--- config.mk ---
export PLATFORM = sky130hd
export DESIGN_NAME = balloc_ram
export DESIGN_NICKNAME = d
export VERILOG_FILES = /design/src/rtl/balloc_ram.sv
export SDC_FILE = /design/constraint.sdc
export NUM_CORES = 1
export LEC_CHECK = 0
export BUFFER_PORTS_ARGS = -buffer_cell sky130_fd_sc_hd__buf_2
export CORE_UTILIZATION = 45
export CTS_CLUSTER_DIAMETER = 80
export DETAILED_ROUTE_END_ITERATION = 7
export GPL_ROUTABILITY_DRIVEN = 0
export GPL_TIMING_DRIVEN = 0
export HOLD_SLACK_MARGIN = 0.1
export PLACE_DENSITY_LB_ADDON = 0.25
export SYNTH_ARGS = -nofsm -noshare
export SYNTH_HDL_FRONTEND = slang
export SYNTH_SLANG_ARGS = --single-unit
--- constraint.sdc ---
create_clock -name clk_i -period 4.7 [get_ports clk_i]
set_input_delay 0.235 -clock clk_i [delete_from_list [all_inputs] [get_ports clk_i]]
set_output_delay 0.235 -clock clk_i [all_outputs]
set_load 0.03 [all_outputs]
--- src/rtl/balloc_ram.sv ---
// Generic single-write, single-read RAM with registered read data.
module balloc_ram #(
  parameter int W = 8,
  parameter int D = 16
) (
  input  logic                 clk_i,
  input  logic                 we_i,
  input  logic [$clog2(D)-1:0] waddr_i,
  input  logic [W-1:0]         wdata_i,
  input  logic [$clog2(D)-1:0] raddr_i,
  output logic [W-1:0]         rdata_o
);

  logic [W-1:0] mem_q [D];
  logic [W-1:0] rdata_q;

  always_ff @(posedge clk_i) begin
    if (we_i) begin
      mem_q[waddr_i] <= wdata_i;
    end
    rdata_q <= mem_q[raddr_i];
  end

  assign rdata_o = rdata_q;

endmodule

# Yosys cells after proc, flatten, opt, wreduce, memory -nomap -nowiden
# Memories as Yosys holds them, arrays and structs flattened. A register that Yosys moved wholly into a read port is not among the register bits.
# Cells that the tools add are included.
word_totals:
  reg_bits: 0
  ramBits: 128
  output_inout_bits: 8
  n_memories: 1
classes:
  n_mux: 2
memory_table:
  columns: ["memory", "depth", "width", "read_ports", "rd_ports_with_merged_regs", "write_ports", "line_no", "source"]
  rows:
  - ["mem_q", 16, 8, 1, 1, 1, "14", "logic [W-1:0] mem_q [D];"]
op_table:
  columns: ["cell", "count"]
  rows:
  - ["two-way mux 1 bit", 2]

# Logic depth before layout (Yosys ltp)
depth:
  ltp_word: 2
  depth_mapped: 5

# Worst setup path after synthesis
# OpenSTA, ideal clock, no wires.
synth_timing:
  kind: "in2reg"
  from: "input waddr_i[2]"
  to: "memory mem_q[0][0] (enable)"
  setup_ps: 383
  arrival_ps: 1345
  path_slack_ps: 2972
  path_stages: 2
  path_cell_list: "or3b_2 -> nor3_1"
synth_rtl:
  columns: ["element", "line_no", "source"]
  rows:
  - ["start, declared", "8", "input logic [$clog2(D)-1:0] waddr_i,"]
  - ["end, declared", "14", null]
# No word-level cell before the write port.

# Final worst setup path
layout_timing:
  from: "input waddr_i[2]"
  to: "memory mem_q[0][0] (enable)"
# No word-level cell before the write port.

==> flow_summary_export.csv <==
group,metric,value,unit
outcome,status,"finished, final reports clean",
min_path,worstHoldStart,"wdata_i[5]",
min_path,worst_hold_path_type,"input port to flip-flop",
clocking,hold_buffers,0,
setup_path,reg2reg_depth,3,
global_route,grt_pass1_vias,2374,
sta,fin_worst_skew,0.00948,ns
setup_path,worstSetupEndpoint,"mem_q[0][0]",
clocking,tritoncts,"yes",
setup_path,crit_path_start,"waddr_i[2]",
cells_and_area,area_delta_synth_final,18.6,%
routing,vias,2330,
setup_path,timing.rr.start,"mem_q[1][0]",
floorplanning,dieHeight,109,um
floorplanning,dieArea,0.0119,mm^2
cells_and_area,fillers,800,
sta,rsz0062_at_grt,"false",
placed_design,dp_hpwl,5950,um
synthesis,synthDistinctLibCells,19,
pwr,ir_worst_vdd,0.240,mV
sta,hold_ws,0.239,ns
job,cap_violations,0,
synthesis,synthCells,229,
global_route,grt_pass1_wl,14300,um
floorplanning,core_area,0.0110,mm^2
sta,post-route-min-period,1.83,ns
sta,hold_viol_final,0,
sta,drv_slew,0,
setup_path,cpMaxStageDelayCell,"nor3_1",
setup_path,critPathMaxFanout,8,
clocking,cts_root_buffer,"clkbuf_16",
sta,finalCritPeriodShare,0.390,
cells_and_area,layoutNonFillerInstCount,425,
synthesis,syn_nets,247,
placed_design,place_area,0.00544,mm^2
synthesis,netlist_area,0.00515,mm^2
setup_path,cp_top_family,"simple AND/OR/NAND/NOR gates",
global_route,antenna_found_initial,0,
global_route,grt_overflow_total,0,
clocking,postCtsSetupBuffers,0,
routing,wl_per_cell,22.5,um
synthesis,ys_seq_area_frac,0.778,
sta,tightest_slew,1.27,ns
setup_path,path_buf_inv,1,
floorplanning,io_pins,26,
sta,fmax,546,MHz
clocking,clock_latency,0.40,ns
clocking,numCtsBuffers,17,
routing,ant_nets,0,
cells_and_area,register_area,0.00400,mm^2
cells_and_area,mostFrequentLayoutCells,"128 x edfxtp_1, 27 x buf_2, 18 x mux4_2",
floorplanning,die_w,109,um
clocking,cts_resized,0,
setup_path,startpoint_type,"input port",
clocking,htree_num_levels,4,
setup_path,critical_path_arrival,1.84,ns
cells_and_area,finish.instance_area,0.00611,mm^2
routing,dr.pass1.iters,4,
routing,vias_per_cell,5.48,
synthesis,ys_ff_latch,136,
setup_path,crit_chain,"buf_2 -> or3b_2 -> nor3_1",
setup_path,r2r_end,"rdata_o[0]",
setup_path,cp-end-kind,"flip-flop",
cells_and_area,n_antenna_cell,0,
setup_path,cp_slowest_stage_delay,0.96,ns
setup_path,critPathKind,"input port to flip-flop",
cells_and_area,final_common_cell,"edfxtp_1",
pwr,leakagePower,2.06,nW
placed_design,io_buffers,24,
floorplanning,start_util,0.469,
clocking,cts_sinks,136,
sta,tns,0,ns
clocking,clk_pin_slew_worst_paths,0.06,ns
cells_and_area,fin_nets,290,
setup_path,crit_required,4.71,ns
global_route,grt_usage,0.182,
clocking,clock_path_buffers,2,
cells_and_area,multiInputGateArea,0.00106,mm^2
pwr,p_per_area,485,mW/mm^2
routing,wl,9560,um
setup_path,rrSetupSlack,3.32,ns
sta,setup_viol,0,
setup_path,crit_cells,3,
placed_design,post-place-cells,393,
sta,timing.max_slew.rel_slack,0.146,
routing,initialDrtViolationCount,153,
synthesis,syn_avg_cell_area,22.5,um^2
routing,route.detailed.drc,0,
global_route,grt_max_degree,17,
floorplanning,placementRows,38,
cells_and_area,drive_gt1_frac,0.298,
synthesis,ys_warn_count,0,
## worst min-delay path by stage
stage / endpoint / depth (start not counted)
after floorplan: mem_q[0][0] / 0
after global placement: mem_q[6][4] / 1
after detailed placement: mem_q[1][7] / 1
after CTS: mem_q[11][2] / 1
after global routing: mem_q[5][4] / 1
final: mem_q[11][5] / 1
## registers in the layout, summed over array words and instances (netlist names)
signal	cells
mem_q	128
rdata_o	8
## worst reg2reg max path: cells and delay by family, from the launching register on
| kind | cells | cell delay, ns |
|---|---|---|
| AO/OA/AOI/OAI | 1 | 0.27 |
| flip-flops | 1 | 0.37 |
| multiplexers | 1 | 0.51 |
| AND/OR/NAND/NOR | 1 | 0.11 |
## power by group
part           leakage [nW]  total, mW  internal, mW  switching (mW)
combinational         0.515      0.142        0.0539          0.0884
sequential             1.22       1.36          1.36         0.00590
clock                 0.318       1.46         0.982           0.475
## through the flow
| stage | power (mW) | setup WS (ns) | utilization |
|---|---|---|---|
| final | 2.96 | 2.87 | 0.556 |
| after global routing | 3.05 | 2.71 | 0.556 |
| after CTS | 2.98 | 2.83 | 0.556 |
| after detailed placement | 1.53 | 2.41 | 0.496 |
| after global placement | 1.53 | 2.39 | 0.496 |
| after floorplan | 1.47 | 2.97 | - |
## area by class of cell
| cell class | count | area share |
|---|---|---|
| buffer | 10 | 0.0141 |
| clock buffer | 20 | 0.0764 |
| clock inverter | 12 | 0.0322 |
| multi-input combinational | 83 | 0.173 |
| sequential | 136 | 0.656 |
| tap | 140 | 0.0287 |
| timing repair buffer | 24 | 0.0197 |
## synth_stat cells (all sizes together)
master / number / area, um^2
clkdlybuf4s25: 3 / 30.0
nand3b: 2 / 15.0
buf: 7 / 56.3
nor3: 4 / 20.0
nor2b: 1 / 6.26
nand3: 1 / 5.00
edfxtp: 128 / 3840
dfxtp: 8 / 160
nand2: 9 / 33.8
and2b: 1 / 7.51
nand2b: 2 / 12.5
and2: 1 / 6.26
mux4: 32 / 773
or3b: 1 / 8.76
a22oi: 16 / 120
nor2: 13 / 48.8
## routing by layer
layer  global-route usage  part of all wire
met3               0.0586             0.074
met4               0.0695            0.0072
met5                    0                 0
met2                0.258              0.49
met1                0.262              0.43
## cells by family (layout without fill, tap and decap cells)
kind of cell           after synthesis  count (layout)  share of synthesized area
flip-flops                         136             136                      0.778
multiplexers                        32              32                      0.150
AO/OA/AOI/OAI                       16              16                     0.0233
AND/OR/NAND/NOR                     35              35                     0.0318
buffers and inverters               10              66                     0.0168
(Power assumes the default switching activity.)
